===== config.mk =====
export PLATFORM = sky130hd
export DESIGN_NAME = process_table_round_robin_scheduler_top
export DESIGN_NICKNAME = d
export VERILOG_FILES = /design/src/rtl/prrs_pkg.sv /design/src/rtl/process_table_round_robin_scheduler_top.sv /design/src/rtl/prrs_cell.sv /design/src/rtl/prrs_ctrl.sv
export SDC_FILE = /design/constraint.sdc
export NUM_CORES = 1
export LEC_CHECK = 0
export ABC_AREA = 1
export BUFFER_PORTS_ARGS = -buffer_cell sky130_fd_sc_hd__buf_2
export CAP_MARGIN = 0
export CORE_AREA = 2 2 216 218
export CTS_CLUSTER_DIAMETER = 80
export DETAILED_ROUTE_END_ITERATION = 12
export DIE_AREA = 0 0 218 220
export PLACE_DENSITY = 0.73
export REMOVE_ABC_BUFFERS = 1
export SETUP_SLACK_MARGIN = 0.3
export SYNTH_ARGS = -nofsm -noshare
export SYNTH_HDL_FRONTEND = slang
export SYNTH_SLANG_ARGS = --single-unit

===== constraint.sdc =====
create_clock -name clk -period 4.6 [get_ports clk]
set_input_delay 0.69 -clock clk [delete_from_list [all_inputs] [get_ports clk]]
set_output_delay 0.69 -clock clk [all_outputs]
set_load 0.05 [all_outputs]

===== src/rtl/prrs_pkg.sv =====
// Package for the process-table round-robin scheduler.
// Holds command codes, controller states and the transfer structs.
// No dependencies.
`timescale 1ns / 1ps

package prrs_pkg;

  // Pid width inside the cell chain, sized for tables of up to 127 slots plus idle
  localparam int PID_W  = 7;
  localparam int TPID_W = 4;
  localparam int TERM_W = 2;
  localparam int CMD_W  = 3;
  localparam int OUT_PID_W = 5;

  typedef enum logic [CMD_W-1:0] {
    CMD_SPAWN = 3'd0,
    CMD_EXIT  = 3'd1,
    CMD_WAIT  = 3'd2,
    CMD_BLOCK = 3'd3,
    CMD_WAKE  = 3'd4,
    CMD_SCHED = 3'd5
  } cmd_t;

  typedef enum logic {
    ST_IDLE = 1'b0,
    ST_SCAN = 1'b1
  } ctrl_state_t;

  typedef struct packed {
    logic [CMD_W-1:0]  cmd;
    logic [TPID_W-1:0] target_pid;
    logic [TERM_W-1:0] terminal;
  } request_t;

  typedef struct packed {
    logic [OUT_PID_W-1:0] current_pid_out;
    logic [TPID_W-1:0]    spawned_pid;
    logic                 spawn_ok;
  } result_t;

  typedef struct packed {
    cmd_t              cmd;
    logic [TPID_W-1:0] target_pid;
    logic [TERM_W-1:0] terminal;
    logic              term_ok;
    logic              cur_ok;
    logic [PID_W-1:0]  cur_pid;
    logic [PID_W-1:0]  scan_base;
    logic [TERM_W-1:0] cur_term;
    logic              free_found;
    logic [PID_W-1:0]  free_idx;
    logic              hi_found;
    logic [PID_W-1:0]  hi_idx;
    logic [TERM_W-1:0] hi_term;
    logic              lo_found;
    logic [PID_W-1:0]  lo_idx;
    logic [TERM_W-1:0] lo_term;
  } scan_pkt_t;

endpackage


===== src/rtl/process_table_round_robin_scheduler_top.sv =====
// Top level of the process-table round-robin scheduler.
// Controller plus a chain of NUM_PROCS slot cells; depends on prrs_pkg,
// prrs_ctrl and prrs_cell.
//
//   channel  | handshake            | payload
//   ---------+----------------------+----------------------------------------
//   command  | start, busy          | request (cmd, target_pid, terminal)
//   result   | done (one cycle)     | result (current_pid_out, spawned_pid,
//            |                      |         spawn_ok)
//
// Each command walks the slot chain one cell per cycle; the done strobe is
// registered after the packet leaves the last cell, and the next command
// transfers in the cycle done is high, so only one command is in flight at a time.
// Reset leaves slot 0 present and current, all other slots free.
// Done is not held; the receiver takes each result in its strobe cycle.
`timescale 1ns / 1ps

module process_table_round_robin_scheduler_top #(
  parameter int NUM_PROCS     = 16,
  parameter int NUM_TERMINALS = 4
) (
  input  logic                clk,
  input  logic                rst,
  input  logic                start,
  input  prrs_pkg::request_t  request,
  output logic                busy,
  output logic                done,
  output prrs_pkg::result_t   result
);

  logic                chain_valid [NUM_PROCS+1];
  prrs_pkg::scan_pkt_t chain_pkt   [NUM_PROCS+1];

  prrs_ctrl #(
    .NUM_PROCS     (NUM_PROCS),
    .NUM_TERMINALS (NUM_TERMINALS)
  ) u_ctrl (
    .clk        (clk),
    .rst        (rst),
    .start      (start),
    .request    (request),
    .busy       (busy),
    .head_valid (chain_valid[0]),
    .head_pkt   (chain_pkt[0]),
    .tail_valid (chain_valid[NUM_PROCS]),
    .tail_pkt   (chain_pkt[NUM_PROCS]),
    .done       (done),
    .result     (result)
  );

  for (genvar g = 0; g < NUM_PROCS; g++) begin : g_cell
    prrs_cell #(
      .CELL_IDX (g)
    ) u_cell (
      .clk       (clk),
      .rst       (rst),
      .in_valid  (chain_valid[g]),
      .in_pkt    (chain_pkt[g]),
      .out_valid (chain_valid[g+1]),
      .out_pkt   (chain_pkt[g+1])
    );
  end

endmodule


===== src/rtl/prrs_cell.sv =====
// One process slot of the scheduler chain.
// Updates its slot as the command packet passes and forwards the packet.
// Depends on prrs_pkg.
`timescale 1ns / 1ps

module prrs_cell #(
  parameter int CELL_IDX = 0
) (
  input  logic                 clk,
  input  logic                 rst,
  input  logic                 in_valid,
  input  prrs_pkg::scan_pkt_t  in_pkt,
  output logic                 out_valid,
  output prrs_pkg::scan_pkt_t  out_pkt
);

  localparam int PW = prrs_pkg::PID_W;
  localparam logic [PW-1:0] MY_IDX = PW'(CELL_IDX);

  logic                          present, present_next;
  logic                          wait_valid, wait_valid_next;
  logic [prrs_pkg::TPID_W-1:0]   wait_pid, wait_pid_next;
  logic                          wait_input, wait_input_next;
  logic [prrs_pkg::TERM_W-1:0]   slot_term, slot_term_next;
  prrs_pkg::scan_pkt_t           pkt_next;
  logic                          is_cur;
  logic                          resumable;

  always_comb begin
    present_next    = present;
    wait_valid_next = wait_valid;
    wait_pid_next   = wait_pid;
    wait_input_next = wait_input;
    slot_term_next  = slot_term;
    pkt_next        = in_pkt;
    is_cur    = in_pkt.cur_ok && (in_pkt.cur_pid == MY_IDX);
    resumable = present && !wait_valid && !wait_input;
    if (in_valid) begin
      case (in_pkt.cmd)
        prrs_pkg::CMD_SPAWN: begin
          if (!present && !in_pkt.free_found) begin
            present_next        = 1'b1;
            wait_valid_next     = 1'b0;
            wait_pid_next       = '0;
            wait_input_next     = 1'b0;
            slot_term_next      = in_pkt.cur_term;
            pkt_next.free_found = 1'b1;
            pkt_next.free_idx   = MY_IDX;
          end
        end
        prrs_pkg::CMD_EXIT: begin
          if (in_pkt.cur_ok) begin
            if (is_cur) begin
              present_next = 1'b0;
            end
            if (wait_valid && (PW'(wait_pid) == in_pkt.cur_pid)) begin
              wait_valid_next = 1'b0;
            end
          end
        end
        prrs_pkg::CMD_WAIT: begin
          if (is_cur) begin
            wait_valid_next = 1'b1;
            wait_pid_next   = in_pkt.target_pid;
          end
        end
        prrs_pkg::CMD_BLOCK: begin
          if (is_cur) begin
            wait_input_next = 1'b1;
          end
        end
        prrs_pkg::CMD_WAKE: begin
          if (in_pkt.term_ok && wait_input && (slot_term == in_pkt.terminal)) begin
            wait_input_next = 1'b0;
          end
        end
        prrs_pkg::CMD_SCHED: begin
          if (resumable) begin
            if (MY_IDX > in_pkt.scan_base) begin
              if (!in_pkt.hi_found) begin
                pkt_next.hi_found = 1'b1;
                pkt_next.hi_idx   = MY_IDX;
                pkt_next.hi_term  = slot_term;
              end
            end else if (!in_pkt.lo_found) begin
              pkt_next.lo_found = 1'b1;
              pkt_next.lo_idx   = MY_IDX;
              pkt_next.lo_term  = slot_term;
            end
          end
        end
        default: begin
        end
      endcase
    end
  end

  always_ff @(posedge clk) begin
    if (rst) begin
      present    <= (CELL_IDX == 0);
      wait_valid <= 1'b0;
      wait_pid   <= '0;
      wait_input <= 1'b0;
      slot_term  <= '0;
      out_valid  <= 1'b0;
    end else begin
      present    <= present_next;
      wait_valid <= wait_valid_next;
      wait_pid   <= wait_pid_next;
      wait_input <= wait_input_next;
      slot_term  <= slot_term_next;
      out_valid  <= in_valid;
    end
  end

  always_ff @(posedge clk) begin
    out_pkt <= pkt_next;
  end

endmodule


===== src/rtl/prrs_ctrl.sv =====
// Command controller of the scheduler: current pid, packet launch and result.
// Launches one packet into the cell chain and finishes it at the tail.
// Depends on prrs_pkg.
`timescale 1ns / 1ps

module prrs_ctrl #(
  parameter int NUM_PROCS     = 16,
  parameter int NUM_TERMINALS = 4
) (
  input  logic                 clk,
  input  logic                 rst,
  input  logic                 start,
  input  prrs_pkg::request_t   request,
  output logic                 busy,
  output logic                 head_valid,
  output prrs_pkg::scan_pkt_t  head_pkt,
  input  logic                 tail_valid,
  input  prrs_pkg::scan_pkt_t  tail_pkt,
  output logic                 done,
  output prrs_pkg::result_t    result
);

  localparam int CUR_W = $clog2(NUM_PROCS + 1);
  localparam int PW    = prrs_pkg::PID_W;
  localparam logic [CUR_W-1:0] IDLE_PID = CUR_W'(NUM_PROCS);

  prrs_pkg::ctrl_state_t          state, state_next;
  logic [CUR_W-1:0]               current_pid, current_pid_next;
  logic [prrs_pkg::TERM_W-1:0]    cur_term, cur_term_next;
  logic                           accept;
  logic                           finish;
  logic                           cur_ok;
  prrs_pkg::scan_pkt_t            launch_pkt;
  prrs_pkg::result_t              result_next;

  assign busy   = (state != prrs_pkg::ST_IDLE);
  assign cur_ok = (current_pid < IDLE_PID);

  always_comb begin
    state_next = state;
    accept     = 1'b0;
    finish     = 1'b0;
    unique case (state)
      prrs_pkg::ST_IDLE: begin
        if (start) begin
          accept     = 1'b1;
          state_next = prrs_pkg::ST_SCAN;
        end
      end
      prrs_pkg::ST_SCAN: begin
        if (tail_valid) begin
          finish     = 1'b1;
          state_next = prrs_pkg::ST_IDLE;
        end
      end
      default: state_next = prrs_pkg::ST_IDLE;
    endcase
  end

  always_comb begin
    launch_pkt            = '0;
    launch_pkt.cmd        = prrs_pkg::cmd_t'(request.cmd);
    launch_pkt.target_pid = request.target_pid;
    launch_pkt.terminal   = request.terminal;
    launch_pkt.term_ok    = (int'(request.terminal) < NUM_TERMINALS);
    launch_pkt.cur_ok     = cur_ok;
    launch_pkt.cur_pid    = PW'(current_pid);
    launch_pkt.scan_base  = cur_ok ? PW'(current_pid) : '0;
    launch_pkt.cur_term   = cur_term;
  end

  always_comb begin
    current_pid_next = current_pid;
    cur_term_next    = cur_term;
    if (tail_pkt.cmd == prrs_pkg::CMD_SCHED) begin
      if (tail_pkt.hi_found) begin
        current_pid_next = CUR_W'(tail_pkt.hi_idx);
        cur_term_next    = tail_pkt.hi_term;
      end else if (tail_pkt.lo_found) begin
        current_pid_next = CUR_W'(tail_pkt.lo_idx);
        cur_term_next    = tail_pkt.lo_term;
      end else begin
        current_pid_next = IDLE_PID;
        cur_term_next    = '0;
      end
    end
    result_next.current_pid_out = prrs_pkg::OUT_PID_W'(current_pid_next);
    if ((tail_pkt.cmd == prrs_pkg::CMD_SPAWN) && tail_pkt.free_found) begin
      result_next.spawned_pid = prrs_pkg::TPID_W'(tail_pkt.free_idx);
      result_next.spawn_ok    = 1'b1;
    end else begin
      result_next.spawned_pid = '0;
      result_next.spawn_ok    = 1'b0;
    end
  end

  always_ff @(posedge clk) begin
    if (rst) begin
      state       <= prrs_pkg::ST_IDLE;
      current_pid <= '0;
      cur_term    <= '0;
      head_valid  <= 1'b0;
      done        <= 1'b0;
    end else begin
      state      <= state_next;
      head_valid <= accept;
      done       <= finish;
      if (finish) begin
        current_pid <= current_pid_next;
        cur_term    <= cur_term_next;
      end
    end
  end

  always_ff @(posedge clk) begin
    if (accept) begin
      head_pkt <= launch_pkt;
    end
    if (finish) begin
      result <= result_next;
    end
  end

endmodule

Yosys cells after proc, flatten, opt, wreduce, memory -nomap -nowiden

Cells that the tools add are included.

Output and inout bits: 12
Register bits: 994
Bits of input ports: 12
Logic and storage cells: 1307

Eq/ne operators: 240
Bitwise logic cells: 7
$lt $le $gt $ge: 17
Reduce and logical (&&, ||, !) cells: 327
Mux-type cells: 372

Operator list:

| kind                 | number |
|---|---|
| $mux W20             | 30 |
| $mux W28             | 15 |
| $mux W10             | 30 |
| $mux W9              | 28 |
| $mux W8              | 31 |
| $ne A2 B1 Y1 const B | 96 |
| $reduce_and A5 Y1    | 32 |
| $mux W1              | 134 |
| $mux W4              | 32 |
| $pmux W4 S2          | 16 |
| $eq A3 B3 Y1 const B | 33 |
| $eq A3 B2 Y1 const B | 32 |
| $logic_and A1 B1 Y1  | 96 |
| $pmux W1 S3          | 32 |
| $reduce_and A6 Y1    | 16 |
| $reduce_bool A3 Y1   | 32 |
| $eq A4 B5 Y1         | 16 |
| $reduce_and A4 Y1    | 18 |
| $reduce_bool A2 Y1   | 32 |
| $logic_not A1 Y1     | 63 |
| $gt A4 B7 Y1 const A | 8 |
| $logic_not A3 Y1     | 17 |
| $eq A3 B1 Y1 const B | 16 |
| $reduce_and A3 Y1    | 16 |
| 18 further kinds     | 92 |

Logic depth before layout (Yosys ltp)

Word-level depth: 6
Depth in mapped cells: 10
Depth with buffers taken out: 10

Cells and area by module

A second synthesis with hierarchy kept.

Cell total of the unflattened synthesis: 4001
Area, all modules: 35419.0 um2

Modules (own cells, without submodules):

| module                         | cells an instance | sequential area each (um2) | area an instance (um2) | times used |
|---|---|---|---|---|
| prrs_cell at g_cell[13].u_cell | 242               | 1301.2                     | 2152.1                 | 1 |
| prrs_cell at g_cell[3].u_cell  | 245               | 1301.2                     | 2150.8                 | 1 |
| prrs_cell at g_cell[2].u_cell  | 240               | 1301.2                     | 2135.8                 | 1 |
| prrs_cell at g_cell[7].u_cell  | 243               | 1301.2                     | 2123.3                 | 1 |
| prrs_cell at g_cell[11].u_cell | 242               | 1301.2                     | 2120.8                 | 1 |
| prrs_cell at g_cell[14].u_cell | 239               | 1301.2                     | 2114.5                 | 1 |
| prrs_cell at g_cell[4].u_cell  | 240               | 1301.2                     | 2103.3                 | 1 |
| prrs_cell at g_cell[8].u_cell  | 241               | 1301.2                     | 2099.5                 | 1 |
| prrs_cell at g_cell[5].u_cell  | 242               | 1301.2                     | 2094.5                 | 1 |
| prrs_cell at g_cell[1].u_cell  | 241               | 1301.2                     | 2093.3                 | 1 |
| prrs_cell at g_cell[12].u_cell | 239               | 1301.2                     | 2089.5                 | 1 |
| prrs_cell at g_cell[10].u_cell | 245               | 1301.2                     | 2088.3                 | 1 |
| prrs_cell at g_cell[15].u_cell | 240               | 1301.2                     | 2080.7                 | 1 |
| prrs_cell at g_cell[6].u_cell  | 232               | 1301.2                     | 2078.2                 | 1 |
| 3 more rows                    | n/a               | n/a                        | n/a                    | n/a |

Worst setup path before layout

No wires, ideal clock.

Path type: input-to-reg
Start point: in start
End point: reg u_ctrl.head_pkt[28] in the netlist's numbering, enable pin
Cell stages on the path: 2
Data required time: 4.199 ns
Buffers on the path: 0
Arrival time: 1.674 ns
Library setup time: 0.401 ns
Setup slack: 2.525 ns
Cell sequence: inv_1 > nor2_1

Word-level cells in the longest chain between the ends: 2

Ends and longest elaborated chain:

| item                    | RTL line                                      | text |
|---|---|---|
| from (decl)             | process_table_round_robin_scheduler_top.sv:24 | `input logic start,` |
| $mux W1                 | prrs_ctrl.sv:45                               | `if (start) begin` |
| $mux W1                 | prrs_ctrl.sv:43                               | `unique case (state)` |
| named net u_ctrl.accept | prrs_ctrl.sv:30                               | `logic accept;` |
| to (signal assigned)    | prrs_ctrl.sv:117                              | `head_pkt <= launch_pkt;` |
| to (decl)               | prrs_ctrl.sv:16                               | `output prrs_pkg::scan_pkt_t head_pkt,` |

The timed path passes the listed nets, and every way through them passes these cells.
A chain may end at the register's enable or synchronous reset.

==> impl_metrics.tcl <==
set metrics [dict create \
    status "finished clean" \
    wl_per_cell_um 13.6 \
    power.density_nw_per_um2 471 \
    design_area_um2 29700 \
    critical_path_required_ns 5.14 \
    cts_resized 0 \
    route.detailed.vias_per_inst 4.94 \
    antenna_cells 0 \
    dieArea_um2 48000 \
    die_w_um 218 \
    firstDrtPassIters 6 \
    starting_density_of_the_core 0.572 \
    timing.reg2reg.setup_slack_ns 2.95 \
    timing.fmax_ghz 0.485 \
    timing.critical_path.from_type "input pin" \
    clock_tree.root_cell "sky130_fd_sc_hd__clkbuf_16" \
    fp-row-count 79 \
    wl_met1_um 21400 \
    antenna_found_initial 2 \
    numClockSinks 794 \
    grt_first_pass_wirelength_um 84400 \
    ios 24 \
    grt_start_max_net_pins 57 \
    nets 3127 \
    ctsHtreeMaxLevel 3 \
    unrepaired_setup_endpoints_after_global_routing "no" \
    fin_setup_tns_ns 0 \
    layout_min_cycle_time_ns 2.06 \
    dr_wl_met3_um 2220 \
    combinational_family_with_the_most_area_after_synthesis "simple AND/OR/NAND/NOR gates" \
    min_path_type "input pin to flop" \
    port-buffer-count 23 \
    clock_buffer_depth 3 \
    final_min_period_over_clock_period 0.448 \
    grt_usage 0.217 \
    numCtsBuffers 75 \
    clk_latency_ns 0.63 \
    yosys.area_share.adder 0 \
    synth_enable_flop_cells 32 \
    grt_remaining_overflow 0 \
    synth_commonest_cells "762 x sky130_fd_sc_hd__dfxtp_1, 680 x sky130_fd_sc_hd__nand2_1, 489 x sky130_fd_sc_hd__inv_1" \
    cts_tree "built" \
    synth_compound_gate_area_share 0.0613 \
    dpl_cell_area_um2 27000 \
    floorplan.die.height_um 220 \
    vias 18700 \
    clock-skew-final_ns 0.0321 \
    synthDistinctLibCells 42 \
    drt-initial-drc-count 1297 \
    yosysSeqAreaShare 0.619 \
    post-synth-top-count-cell "sky130_fd_sc_hd__dfxtp_1" \
    power.leakage_nw 13.2 \
    crit_path_end_kind "flop" \
    timing_worst_setup_path_type "input pin to flop" \
    synth_area_per_cell_um2 8.66 \
    synth_largest_type_area_fraction 0.582 \
    final-max-slew-violation-count 0 \
    ir_drop_uv 345 \
    wl_um 51400 \
    max_slew.worst_pin.slew_ns 1.20 \
    async_flop_share 0 \
    hold_viol 0 \
    ys_dominant_reg_cell "sky130_fd_sc_hd__dfxtp_1" \
    grt_pass1_vias 18100 \
    dr_wl_met2_um 26500 \
    timing.critical_path.arrival_ns 2.60 \
    maxSlewHeadroom 0.199 \
    setup_viol 0 \
    hold_depth 1 \
    top_layer_used "met4" \
    ant_nets 0 \
    ys.warnings.count 0 \
    remaining_drc_errors 0 \
    hold_buffers 0 \
    clk_pin_slew_ns 0.06 \
    rr_worst_depth 5 \
    synth_area_leaders "sky130_fd_sc_hd__dfxtp_1 58%, sky130_fd_sc_hd__nand2_1 9.7%, sky130_fd_sc_hd__inv_1 7.0%, sky130_fd_sc_hd__nor2_1 4.4%, sky130_fd_sc_hd__edfxtp_1 3.7%" \
    drv.max_cap_violation_count 0 \
    final_gp_congestion 0.879 \
    yosys.area_share.xor_xnor 0.0124 \
    synthToLayoutAreaGrowth_pct 13.3 \
    synth-simple-area-share 0.230 \
    final.hold.worst_slack_ns 0.243 \
    place_hpwl_um 36600 \
    worstPathMaxFanout 56 \
    post_synth_instance_area_um2 26200 \
    layout-drive-gt1-share 0.0860 \
    post-cts-setup-buffer-count 0 \
    ys_ff_latch 794 \
    multiplexer_fraction_of_the_synthesized_cell_area 0 \
    synth_largest_area_cell "sky130_fd_sc_hd__dfxtp_1" \
    syn-instance-count 3029 \
    placeable_core_region_um2 45900 \
]
==> worst paths after layout <==
kind,from,to
max,rst,g_cell[2].u_cell.slot_term[0]
min,request[5],u_ctrl.head_pkt[51]
max reg2reg,g_cell[6].u_cell.out_pkt[54],g_cell[7].u_cell.out_pkt[1]
min reg2reg,g_cell[7].u_cell.out_pkt[31],g_cell[8].u_cell.out_pkt[31]
==> cell families (layout without fill, tap and decap cells) <==
logic type	Yosys count	count (layout)
buffers and inverters	542	685
AOI/OAI and AO/OA	312	312
and+or+nand+nor	1343	1343
DFF	794	794
xor gates and xnor gates	37	37
other	1	4
==> per-stage QoR <==
step | cells | utilization | power (mW) | setup WS [ns]
after floorplan | 3013 | - | 7.57 | 2.53
after global placement | 3645 | 0.590 | 7.69 | 1.97
after detailed placement | 3645 | 0.590 | 7.70 | 1.91
after CTS | 3782 | 0.647 | 14.1 | 2.53
after global routing | 3782 | 0.647 | 14.4 | 2.44
final | 3782 | 0.647 | 14.0 | 2.54
==> routing by layer <==
layer  track usage  up-vias
met2         0.404      417
met1         0.250     8614
met4        0.0730        0
li1              -     9545
met3        0.0381      101
met5             0        -
==> placed cells by master (no fill, tap or decap), drive strengths merged, types with 4 or more instances in the layout <==
cell type    n
dfxtp      762
nand2      694
inv        525
nor2       318
nand3      191
a21oi      155
o21ai      138
clkbuf     102
or2         41
nor3        41
xnor2       37
edfxtp      32
nand4       28
buf         25
clkinv      23
o31ai       14
nand3b      11
nor4        11
bufinv       9
conb         4
and2         4
==> power by group <==
part           switching [mW]  total [mW]  internal (mW)
Sequential              0.144        7.25           7.11
Combinational           0.205       0.304         0.0987
Clock                    2.63        6.43           3.80
==> cell type report <==
cell class / count / area (um2)
sequential: 794 / 16200
fill: 3621 / 16200
clock inverter: 35 / 520
clock buffer: 102 / 2120
tap: 607 / 759
inverter: 523 / 1960
multi-input combinational: 1696 / 7980
timing repair buffer: 25 / 133
==> critical path, cell delays in order <==
cell	delay, ns
sky130_fd_sc_hd__buf_4	0.28
sky130_fd_sc_hd__inv_2	0.96
sky130_fd_sc_hd__buf_4	0.38
sky130_fd_sc_hd__o21ai_0	0.11
sky130_fd_sc_hd__a21oi_1	0.14
==> sequential cells by signal, summed over array words and instances, names as in the netlist <==
register / cells
g_cell.u_cell.out_pkt: 592
g_cell.u_cell.out_valid: 16
g_cell.u_cell.present: 16
g_cell.u_cell.slot_term: 32
g_cell.u_cell.wait_input: 16
g_cell.u_cell.wait_pid: 64
g_cell.u_cell.wait_valid: 16
u_ctrl.busy: 1
u_ctrl.cur_term: 2
u_ctrl.current_pid: 5
u_ctrl.done: 1
u_ctrl.head_pkt: 22
u_ctrl.head_valid: 1
u_ctrl.result: 10
Power figures use the tool's default switching activity.
